$ cat src/rtl/osrq_encode.sv
// Match encoder: turns the one-hot equality flags of the chain into a hit and its index.
// No dependencies.
module osrq_encode #(
   parameter int CAPACITY = 256
) (
   input  logic [CAPACITY-1:0]         eq_flags,
   output logic                        hit,
   output logic [$clog2(CAPACITY)-1:0] index
);

   localparam int IDX_W = $clog2(CAPACITY);

   // Keys are distinct, so at most one flag is set and an OR of indexes is exact.
   always_comb begin
      index = '0;
      for (int i = 0; i < CAPACITY; i++) begin
         if (eq_flags[i]) begin
            index = index | IDX_W'(i);
         end
      end
   end

   assign hit = |eq_flags;

endmodule

$ cat config.mk
export PLATFORM = sky130hd
export DESIGN_NAME = osrq_encode
export DESIGN_NICKNAME = d
export VERILOG_FILES = /design/src/rtl/osrq_encode.sv
export SDC_FILE = /design/constraint.sdc
export NUM_CORES = 1
export LEC_CHECK = 0
export ABC_AREA = 1
export BUFFER_PORTS_ARGS = -buffer_cell sky130_fd_sc_hd__buf_2
export CAP_MARGIN = 10
export CORE_AREA = 2 2 104 106
export DETAILED_ROUTE_END_ITERATION = 12
export DIE_AREA = 0 0 106 108
export PLACE_DENSITY_LB_ADDON = 0.12
export SLEW_MARGIN = 40
export SYNTH_ARGS = -nofsm -noshare
export SYNTH_HDL_FRONTEND = slang
export SYNTH_SLANG_ARGS = --single-unit
$ cat constraint.sdc
create_clock -name vclk -period 1.9
set_clock_uncertainty 0.05 [all_clocks]
set_input_delay 0.095 -clock vclk [all_inputs]
set_output_delay 0.095 -clock vclk [all_outputs]
set_load 0.02 [all_outputs]
==> metrics.txt <==
PD cells 143.8 nW/um^2; worst path bufs/invs 2; global-route wire length before repair 19000 um; share of cells above drive strength 1 0.4005; delay-heaviest family, CP simple AND/OR/NAND/NOR gates; Slew headroom 0.7072; number of sequential cells 0; NumNets Final 1017; fin cells 895; cell taking the most area after synthesis nor2_1; Setup crit start kind input pin; routed length on met1 5275 um; worst path required time 1750 ps; Yosys warnings 0; total placed instance area 3626 sq um; gr usage total 0.2073; core area 10230 sq um; most numerous cell on the critical path nand2_1; routed length per instance 14.10 um; Post-CTS Setup Inserts 0; Crit-path slowest cell nor2_1; Top Layer Used met4; largest net degree at the start of global routing 5; Initial DRC Count 244; final wirelength 12620 um; Antenna diodes 0; Leak Pwr 0.001600 uW; Mapped Area 2130 sq um; worst-path maximum fanout 3; post-route cell area 3626 sq um; initial antenna violation count 0; minimum clock period 1504 ps; multi-input logic area 2085 sq um; CP endpoint kind output port; die span in x 106 um; highest-count cells in the layout ignoring fill and taps buf_2 (265), nor2_1 (258), nand2_1 (109); post-route ant nets 0; status complete, no violations; Tightest Pin Transition 437.5 ps; top post-synthesis cells by area nor2_1 (45%), nand2_1 (19%), nand4_1 (12%); Die H 108 um; RSZ-0062 raised after global routing no; starting density of the core 0.2081; via-per-instance ratio 4.465; final period utilization 0.7915; clock buf count 0; RD Place Congestion 0.9044; synth unique cells 13; HPWL after DPL 11930 um; final core utilization 0.3544; sequential cell area 0 sq um; Remaining Overflow, GRT 0; Hold Buf Count CTS 0; Final TNS setup 0 ps; syn nets 750; CTS resizes 0; I/O Buffers 265; slowest stage delay, CP 220 ps; Syn-to-layout area delta 70.27%; Final Setup Violations 0; routed length on met2 6474 um; Setup CP Type in -> out; critical path arrival 1360 ps; Cells after Synth 494; FP Rows 37; post-synth top area share 0.4548; CP cell instances buf_2 -> nor2_2 -> nand2_1 -> nor2_1 -> nand2_1 -> nor2_2 -> nand2_1 -> nor2_2 -> nand2_1 -> buf_2; Peak Freq 0.6650 GHz; max_cap viols 0; commonest non-fill, non-tap cell in the layout buf_2; Post-Place Cells 895; Peak VDD IR 0.04970 mV; max-slew violation count 0; via count 3996; sequential fraction of the synthesis area 0; vias in the first global route 4045; routed wl met3 711 um; DRC 0; TritonRoute pass-1 iters 5; die area 11450 sq um; fill cell count 1249; Avg Inst Size Synth 4.311 sq um; worst hold path type in -> out; I/O pins 265; Hold Vio Cnt, Final 0
## layer usage
layer  vias up  track usage
met5         -            0
met4         0      0.02538
met3         8      0.01507
met2       156       0.4088
met1      1705       0.2511
li1       2127            -
## worst paths after layout
path	startpoint	slack (ps)	to	cells after the start
setup / recovery	eq_flags[230]	400	hit	10
hold / removal	eq_flags[80]	640	index[4]	6
## cells in the mapped netlist
| cell | instances |
|---|---|
| nand2_2 | 6 |
| and3_1 | 3 |
| nand2_1 | 109 |
| nor2_2 | 29 |
| nand3_1 | 21 |
| nor2_1 | 258 |
| nand3b_1 | 2 |
| nand4_1 | 41 |
| and2_1 | 1 |
| nor2_4 | 4 |
| inv_1 | 12 |
| and2_0 | 1 |
| nor3_1 | 7 |
## tightest hold or removal path, stage by stage
cell     delay (ps)
buf_2            80
nor2_1           40
nand3_1          80
nor3_1           50
nand3_1          70
buf_2           170
## stage by stage
stage | hold slack, ps | power [uW] | setup WS (ps)
6_report | 642.9 | 521.3 | 396.1
5_1_grt | 688.7 | 584.9 | 251.2
2_1_floorplan | 446.8 | 163.3 | 909.4
3_5_place_dp | 656.7 | 523.9 | 387.2
4_1_cts | 660.5 | 526.5 | 385.4
3_3_place_gp | 661.5 | 519.4 | 374.8
## cell type report
cell class | count | area share
inverters | 12 | 0.01242
multi-input cells | 482 | 0.5749
well taps | 136 | 0.04693
repair buffers | 265 | 0.3658
## where the power goes
group	internal, uW	switching (uW)	total, uW
Clock	0	0	0
Combinational	254	267	521
Sequential	0	0	0
Total	254	267	521
## cells by family (layout without fill, tap and decap cells)
logic type,after synthesis,in the layout,synth area share
buffers and inverters,12,277,0.02115
AND/OR/NAND/NOR,482,482,0.9788
(Power assumes the default switching activity.)
