**config.mk**
```make
export PLATFORM = sky130hd
export DESIGN_NAME = osrq_cell
export DESIGN_NICKNAME = d
export VERILOG_FILES = /design/src/rtl/osrq_pkg.sv /design/src/rtl/osrq_cell.sv
export SDC_FILE = /design/constraint.sdc
export NUM_CORES = 1
export LEC_CHECK = 0
export BUFFER_PORTS_ARGS = -buffer_cell sky130_fd_sc_hd__buf_4
export CORE_MARGIN = 3
export CORE_UTILIZATION = 51
export DETAILED_ROUTE_END_ITERATION = 6
export PLACE_DENSITY = 0.95
export SYNTH_ARGS = -nofsm -noshare
export SYNTH_HDL_FRONTEND = slang
export SYNTH_SLANG_ARGS = --single-unit
```
**constraint.sdc**
```tcl
create_clock -name clock -period 7.12 [get_ports clock]
set_input_delay 1.068 -clock clock [delete_from_list [all_inputs] [get_ports clock]]
set_output_delay 1.068 -clock clock [all_outputs]
set_load 0.02 [all_outputs]
```
**src/rtl/osrq_pkg.sv**
```systemverilog
// Package for the ordered set rank query block.
// Holds field widths, item codes and the control struct shared by the cell chain.
// No dependencies.
package osrq_pkg;

   localparam int KEY_WIDTH    = 32;
   localparam int STATUS_WIDTH = 3;
   localparam int RANK_WIDTH   = 9;

   typedef logic signed [KEY_WIDTH-1:0]  key_type;
   typedef logic [STATUS_WIDTH-1:0]      status_type;
   typedef logic [RANK_WIDTH-1:0]        rank_type;

   localparam logic OP_INSERT = 1'b0;
   localparam logic OP_QUERY  = 1'b1;

   localparam status_type STATUS_INSERTED = 3'd0;
   localparam status_type STATUS_PRESENT  = 3'd1;
   localparam status_type STATUS_FULL     = 3'd2;
   localparam status_type STATUS_FOUND    = 3'd3;
   localparam status_type STATUS_MISSING  = 3'd4;

   // Broadcast control for every cell of the chain.
   typedef struct packed {
      logic compare;   // capture the compare flags against the broadcast key
      logic commit;    // insert the broadcast key, shifting larger keys up
   } cell_ctrl_type;

endpackage

```
**src/rtl/osrq_cell.sv**
```systemverilog
// One cell of the sorted key chain: a stored key, its valid bit and compare flags.
// Depends on osrq_pkg.
module osrq_cell import osrq_pkg::*; (
   input  logic          clock,
   input  logic          reset,
   input  cell_ctrl_type ctrl,
   input  key_type       bcast_key,
   input  key_type       prev_key,
   input  logic          prev_valid,
   input  logic          prev_lt,
   output key_type       key,
   output logic          valid,
   output logic          lt,
   output logic          eq
);

   key_type key_ff;
   logic    valid_ff;
   logic    lt_ff;
   logic    eq_ff;
   logic    lt_in;
   logic    eq_in;

   assign lt_in = valid_ff && (key_ff < bcast_key);
   assign eq_in = valid_ff && (key_ff == bcast_key);

   always_ff @(posedge clock) begin
      if (reset) begin
         valid_ff <= 1'b0;
         lt_ff    <= 1'b0;
         eq_ff    <= 1'b0;
      end else begin
         if (ctrl.compare) begin
            lt_ff <= lt_in;
            eq_ff <= eq_in;
         end
         // Cells holding smaller keys keep them; the first other cell takes the
         // new key and every cell above it takes its lower neighbour's contents.
         if (ctrl.commit && !lt_ff) begin
            if (prev_lt) begin
               valid_ff <= 1'b1;
            end else begin
               valid_ff <= prev_valid;
            end
         end
      end
   end

   always_ff @(posedge clock) begin
      if (ctrl.commit && !lt_ff) begin
         if (prev_lt) begin
            key_ff <= bcast_key;
         end else begin
            key_ff <= prev_key;
         end
      end
   end

   assign key   = key_ff;
   assign valid = valid_ff;
   assign lt    = lt_ff;
   assign eq    = eq_ff;

endmodule

```
==> results of run 1 <==
layout by cell type (no fill, tap or decap), types with 4 or more instances in the layout:
| cell type | n |
|---|---|
| a21oi_1 | 14 |
| buf_4 | 104 |
| clkbuf_8 | 6 |
| edfxtp_1 | 32 |
| ha_1 | 32 |
| inv_1 | 32 |
| mux2_2 | 32 |
| nand2_1 | 10 |
| nand3_1 | 4 |
| nand4_1 | 7 |
| nor2_1 | 7 |
worst paths after layout:
check,start,to,slack (ps),depth (start not counted)
worst min-delay path,eq$_SDFFE_PP0P_,eq$_SDFFE_PP0P_,490,2
worst min register to register,eq$_SDFFE_PP0P_,eq$_SDFFE_PP0P_,490,2
worst max register to register,key[5]$_DFFE_PP_,lt$_SDFFE_PP0P_,5000,7
worst max-delay path,bcast_key[5],lt$_SDFFE_PP0P_,4520,9
layer usage:
metal	part of all wire	up-vias	global-route usage
met5	0	-	0
met4	0.023	0	0.0799
met3	0.064	16	0.0523
met2	0.54	76	0.455
met1	0.37	918	0.250
li1	-	940	-
synth_stat cells, types with 2 or more instances:
library cell,n,area share
nand3_1,4,0.0088
o211ai_1,2,0.0066
nor4_1,2,0.0055
dfxtp_1,3,0.027
clkbuf_1,4,0.0066
nor2_1,7,0.012
o21ai_0,3,0.0066
ha_1,32,0.18
mux2_2,32,0.16
a211oi_1,2,0.0066
nor2b_1,2,0.0055
edfxtp_1,32,0.42
a21oi_1,14,0.031
nand2_1,10,0.017
nor3_1,2,0.0044
inv_1,32,0.053
nand4_1,7,0.019
power breakdown:
| part | leakage, nW | switching (W) | internal [W] |
|---|---|---|---|
| Clock | 0.0459 | 0.0000736 | 0.0000776 |
| Combinational | 1.15 | 0.0000733 | 0.0000761 |
| Sequential | 0.337 | 0.00000901 | 0.000244 |
| Total | 1.53 | 0.000156 | 0.000398 |
area by class of cell:
type	count	area [um^2]
Timing Repair Buffer	104	781
Tap cell	50	62.6
Multi-Input combinational cell	128	1120
Sequential cell	35	1020
Clock inverter	1	3.75
Clock buffer	7	86.3
Inverter	32	120
Fill cell	282	953
cells by family (layout without fill, tap and decap cells):
| kind of cell | Yosys count | after routing |
|---|---|---|
| AOI/OAI and AO/OA | 27 | 27 |
| adders and majority gates | 32 | 32 |
| DFF | 35 | 35 |
| and+or+nand+nor | 37 | 37 |
| muxes | 32 | 32 |
| buffers and inverters | 36 | 144 |
through the flow:
| stage | utilization | total power, W | hold slack (ps) |
|---|---|---|---|
| 4_1_cts | 0.770 | 0.000553 | 487 |
| 2_1_floorplan | - | 0.000335 | 536 |
| 6_report | 0.770 | 0.000554 | 487 |
| 3_5_place_dp | 0.748 | 0.000406 | 473 |
| 5_1_grt | 0.770 | 0.000577 | 517 |
| 3_3_place_gp | 0.748 | 0.000399 | 458 |
critical path, cell delays in order:
cell	delay [ps]
buf_4	80
inv_1	30
ha_1	300
a21oi_1	200
o21ai_0	130
a221o_1	340
o31a_1	290
or3_1	340
nand2_1	60
state kept, by name (all words and copies together) (netlist names):
name and cells:
eq 1, key 32, lt 1, valid 1
==> results by group, run 1 <==
Synth
  – Post-synthesis mux area share: 0.159
  – Mean Syn Cell Area: roughly 11 um^2
  – Post-synth EDFFs: 32
  – Synth unique cells: 26
  – Synthesized cell area: approximately 2300 um^2
  – Largest family of logic cells by synthesized area: adder cells
  – Compound-Gate Fraction of Synth Area: 0.0729
  – Post-synthesis sequential area ratio: 0.451
  – Adder-cell share of the synthesized area: 0.177
  – Post-Synth Simple-Gate Area: 0.0807
  – Ys async rst share: 0
  – Ys Warns: 0
  – Post-Synth XOR/XNOR Area: 0
  – Synthesis-stage register bit count: 35
  – Post-synth net total: around 300
  – Top_reg_cell synth: edfxtp_1
  – Mapped Cells: 199

Clock network
  – Cts hold-fix bufs: 0
  – Cts repair resizes: 0
  – CTS clk-pin slew, worst paths: around 80 ps
  – H-tree depth: 2
  – CTS tree: yes
  – Later-pin clock latency in the skew report: between 200 and 300 ps
  – CTS Sinks: 35
  – Setup Fix Bufs, Post-CTS: 0
  – Clock root cell: clkbuf_8
  – CTS buffer count: 5
  – Maximum clock path buffer count: 2

Place
  – IO Port Bufs: between 100 and 150
  – Placed Cells: 349
  – RePlAce Congestion: 0.725
  – Pre-CTS WS: roughly 4300 ps
  – Post-DP HPWL: 4680 um
  – Placed inst area: a little over 3000 um^2

STA
  – Max Freq: 385 MHz
  – Final Hold Fails: 0
  – Max transition margin: 0.350
  – # setup viols final: 0
  – Sum Neg Setup Slack: 0 ps
  – Min Tclk post-route: about 2600 ps
  – RSZ-0062 raised after global routing: false
  – Clock Skew: approximately 9.8 ps
  – Final Max Slew Viols: 0
  – Slack of the critical path: around 4500 ps
  – Worst slew pin tran: approximately 970 ps
  – Period utilisation layout: 0.365

Routing
  – DR pass1 iterations: 4
  – DR iter-0 viols: 91
  – WL/cell: about 17 um
  – DRC violations left: 0
  – Routed WL: about 6000 um
  – Vias: about 2000
  – Post-DRT Antenna Nets: 0
  – Via-to-Cell Ratio: between 5 and 6

Flow run
  – # Max-Cap Violations: 0

Hold path
  – Hold Path Class: reg2reg

Floorplanning
  – Initial Utilization: 0.546
  – Top Ports: ~110
  – Row count: 23
  – Core area: 4140 um^2
  – Die X: between 70 and 80 um
  – Die height: approximately 73 um
  – Die ar.: between 5000 and 6000 um^2

Global route
  – Initial antenna violation count: 0
  – Overflow after GRT: 0
  – Total Routing Usage GR: 0.236
  – Vias in the first global route: 2162
  – Largest net degree at the start of global routing: 35
  – Global-route wire length before repair: between 9000 and 10000 um

Power and ir drop
  – Total power per unit cell area: 174 nW/um^2
  – Peak supply drop: ~0.16 mV
  – Leakage dissipation: around 1.5 nW

Finish
  – Area delta synth->final: 40.9%
  – Nets: roughly 410
  – Layout Cells excl Fill: between 300 and 400
  – N_diodes: 0
  – Fraction of layout cells with a size suffix above 1: 0.469
  – Post-route cell area: around 3200 um^2

Worst setup path
  – Critical Path AT: around 2800 ps
  – Crit path required time: between 7000 and 8000 ps
  – Crit path capture type: register
  – CP startpoint kind: input pin
  – Top fanout value on the critical path: 2
  – Critical path class: in2reg

Outcome
  – Outcome: complete, no violations
(Power assumes the default switching activity.)
==> run 2: changes to the inputs <==
ABC_AREA = 1   (was default)
CORE_UTILIZATION = 43   (was 51)
PLACE_DENSITY = 0.88   (was 0.95)
clock period = 2.1 ns   (was 7.12 ns; I/O delays follow)
==> run 2 against run 1 <==
Net effect: via count rose by 5.7%; highest routed layer unchanged; first-iteration DRC count fell by 45%; register-to-register slack got worse by 4600 ps; cell area rose by 2.3%; critical path type is now reg2reg.
==> results by group, run 2 <==
Place
  – Pre-CTS WS: 314 ps (was 4300 ps)
  – Post-DP HPWL: 4300 um (was 4680 um)
  – Placed Cells: 425 (was 349)
  – RePlAce Congestion: 0.727 (was 0.725)
  – Placed inst area: 3150 um^2 (was 3100 um^2)
  – IO Port Bufs: 104 (unchanged)

Routing
  – Vias: 2061 (was 1950)
  – DR iter-0 viols: 50 (was 91)
  – Via-to-Cell Ratio: 4.76 (was 5.46)
  – Post-DRT Antenna Nets: 0 (unchanged)
  – DR pass1 iterations: 4 (unchanged)
  – DRC violations left: 0 (unchanged)
  – WL/cell: 12.2 um (was 16.7 um)
  – Routed WL: 5280 um (was 5970 um)

Clock network
  – Clock root cell: clkbuf_8 (unchanged)
  – Cts hold-fix bufs: 0 (unchanged)
  – Setup Fix Bufs, Post-CTS: 0 (unchanged)
  – CTS buffer count: 5 (unchanged)
  – CTS tree: yes (unchanged)
  – Later-pin clock latency in the skew report: 280 ps (was 290 ps)
  – H-tree depth: 2 (unchanged)
  – Maximum clock path buffer count: 2 (unchanged)
  – CTS clk-pin slew, worst paths: 80 ps (about the same)
  – CTS Sinks: 35 (unchanged)
  – Cts repair resizes: 0 (unchanged)

Synth
  – Mapped Cells: 259 (was 199)
  – Synth cell count leaders: a21oi_1, inv_1, nor2_1, nand2_1 (was edfxtp_1, ha_1, inv_1, mux2_2, a21oi_1)
  – Top_reg_cell synth: edfxtp_1 (unchanged)
  – Post-synthesis mux area share: 0.00492 (was 0.159)
  – Post-Synth XOR/XNOR Area: 0 (unchanged)
  – Synth unique cells: 25 (was 26)
  – Post-synth net total: 361 (was 301)
  – Ys async rst share: 0 (unchanged)
  – Ys Warns: 0 (unchanged)
  – Mean Syn Cell Area: 8.83 um^2 (was 11.4 um^2)
  – Compound-Gate Fraction of Synth Area: 0.131 (was 0.0729)
  – Synthesis-stage register bit count: 35 (unchanged)
  – Cell with the most instances after synthesis: a21oi_1
  – Area contributors post-synth: edfxtp_1, ha_1, a21oi_1 (was edfxtp_1, ha_1, mux2_2)
  – Post-Synth Simple-Gate Area: 0.158 (was 0.0807)
  – Post-synthesis sequential area ratio: 0.446 (was 0.451)
  – Cell accounting for the most synthesized area: edfxtp_1 (unchanged)
  – Adder-cell share of the synthesized area: 0.175 (was 0.177)
  – Synthesized cell area: 2290 um^2 (was 2260 um^2)
  – Post-synth EDFFs: 32 (unchanged)
  – Largest family of logic cells by synthesized area: adder cells (unchanged)
  – Synth top area share: 0.420 (was 0.424)

Global route
  – Global-route wire length before repair: 8600 um (was 9630 um)
  – Vias in the first global route: 2022 (was 2162)
  – Overflow after GRT: 0 (unchanged)
  – Largest net degree at the start of global routing: 46 (was 35)
  – Initial antenna violation count: 0 (unchanged)
  – Total Routing Usage GR: 0.174 (was 0.236)

Finish
  – Nets: 467 (was 408)
  – Most common cell after layout, fill and taps aside: buf_4 (unchanged)
  – Fraction of layout cells with a size suffix above 1: 0.344 (was 0.469)
  – Fillcell total: 478 (was 282)
  – Max reg flops: 32 (unchanged)
  – Commonest cells after routing, fill and taps aside: buf_4, a21oi_1, inv_1, nor2_1, nand2_1 (was buf_4, inv_1, mux2_2, ha_1, edfxtp_1)
  – Layout Cells excl Fill: 433 (was 357)
  – Post-route cell area: 3260 um^2 (was 3190 um^2)
  – N_diodes: 0 (unchanged)
  – Area delta synth->final: 42.7% (was 40.9%)

STA
  – Clock Skew: 7.72 ps (was 9.78 ps)
  – Worst slew pin tran: 430 ps (was 974 ps)
  – Slack of the critical path: 368 ps (was 4520 ps)
  – Min Tclk post-route: roughly 1700 ps
  – RSZ-0062 raised after global routing: false (unchanged)
  – Sum Neg Setup Slack: 0 ps (unchanged)
  – Min Hold Slack: 200 ps (was 487 ps)
  – Max transition margin: 0.713 (was 0.350)
  – Final Hold Fails: 0 (unchanged)
  – Max Freq: between 500 and 600 MHz
  – Final Max Slew Viols: 0 (unchanged)
  – Period utilisation layout: 0.825
  – # setup viols final: 0 (unchanged)

Hold path
  – Hold Path Class: in2reg (was reg2reg)
  – Hold Crit Depth: 2 (unchanged)
  – Hold path startpoint: reset (was eq$_SDFFE_PP0P_)

Floorplanning
  – Top Ports: 105 (unchanged)
  – Core area: 4940 um^2 (was 4140 um^2)
  – Die height: 78.9 um (was 72.6 um)
  – Row count: 25 (was 23)
  – Die X: 78.9 um (was 72.6 um)
  – Die ar.: 6230 um^2 (was 5280 um^2)
  – Initial Utilization: 0.463 (was 0.546)

Worst setup path
  – Worst path bufs/invs: 0 (was 2)
  – Top fanout value on the critical path: 4 (was 2)
  – Crit path capture type: register (unchanged)
  – Most used cell, CP: nand2_2
  – CP startpoint kind: register (was input pin)
  – Reg2reg setup slack: 370 ps (was 5000 ps)
  – WP depth: 10 (was 9)
  – Crit path required time: 2290 ps (was 7360 ps)
  – CP cell instances: ha_1, nand2_2, nor2_2, nand2_2, nor4_4, nand2_2, nand2_1, nand2_1, nand3_2, a21oi_2 (was buf_4, inv_1, ha_1, a21oi_1, o21ai_0, a221o_1, o31a_1, or3_1, nand2_1)
  – CP top delay family: simple AND/OR/NAND/NOR gates (was compound AO/OA/AOI/OAI gates)
  – Critical Path AT: 1920 ps (was 2840 ps)
  – Critical path class: reg2reg (was in2reg)
  – Crit path from: key[31]$_DFFE_PP_ (was bcast_key[5])
  – FF-to-FF Start: key[31]$_DFFE_PP_ (was key[5]$_DFFE_PP_)
  – CP max-delay cell: edfxtp_1 (was a221o_1)
  – R2R depth: 10 (was 7)
  – Largest stage delay, worst path: 390 ps (was 340 ps)

Power and ir drop
  – Total power per unit cell area: 606 nW/um^2 (was 174 nW/um^2)
  – Peak supply drop: 0.464 mV (was 0.158 mV)
  – Leakage dissipation: 1.66 nW (was 1.53 nW)

Flow run
  – # Max-Cap Violations: 0 (unchanged)

Outcome
  – Outcome: complete, no violations (unchanged)
run 2: worst paths after layout:
| check | to |
|---|---|
| max | lt$_SDFFE_PP0P_ |
| min | lt$_SDFFE_PP0P_ |
| max reg2reg | lt$_SDFFE_PP0P_ |
| min reg2reg | eq$_SDFFE_PP0P_ |
run 2: routing by layer:
layer | track usage | vias to the layer above | share of wire
li1 | - | 1078 | -
met1 | 0.198 | 901 | 0.42
met2 | 0.328 | 76 | 0.50
met3 | 0.0351 | 6 | 0.074
met4 | 0.0498 | 0 | 0.010
met5 | 0 | - | 0
run 2: area by class of cell:
class | instances | area, um^2 | area share
inverters | 44 | 165 | 0.0506
well taps | 67 | 83.8 | 0.0257
repair buffers | 106 | 796 | 0.244
multi-input cells | 173 | 1080 | 0.331
clock inverters | 2 | 35.0 | 0.0107
clock buffers | 6 | 82.6 | 0.0253
flip-flops and latches | 35 | 1020 | 0.313
run 2: cells by family after synthesis:
group           Yosys count
fa+ha+maj                32
buf+inv                  51
mux                       1
compound gates           57
simple gates             83
flops                    35
run 2: per-stage QoR:
step	total power (W)	utilization
2_1_floorplan	0.00114	-
3_3_place_gp	0.00135	0.637
3_5_place_dp	0.00137	0.637
4_1_cts	0.00200	0.661
5_1_grt	0.00209	0.661
6_report	0.00198	0.661
run 2: where the power goes:
part,internal [W],total (W),switching (W)
clock network,0.000384,0.000627,0.000243
logic,0.000239,0.000501,0.000261
registers,0.000822,0.000849,0.0000272
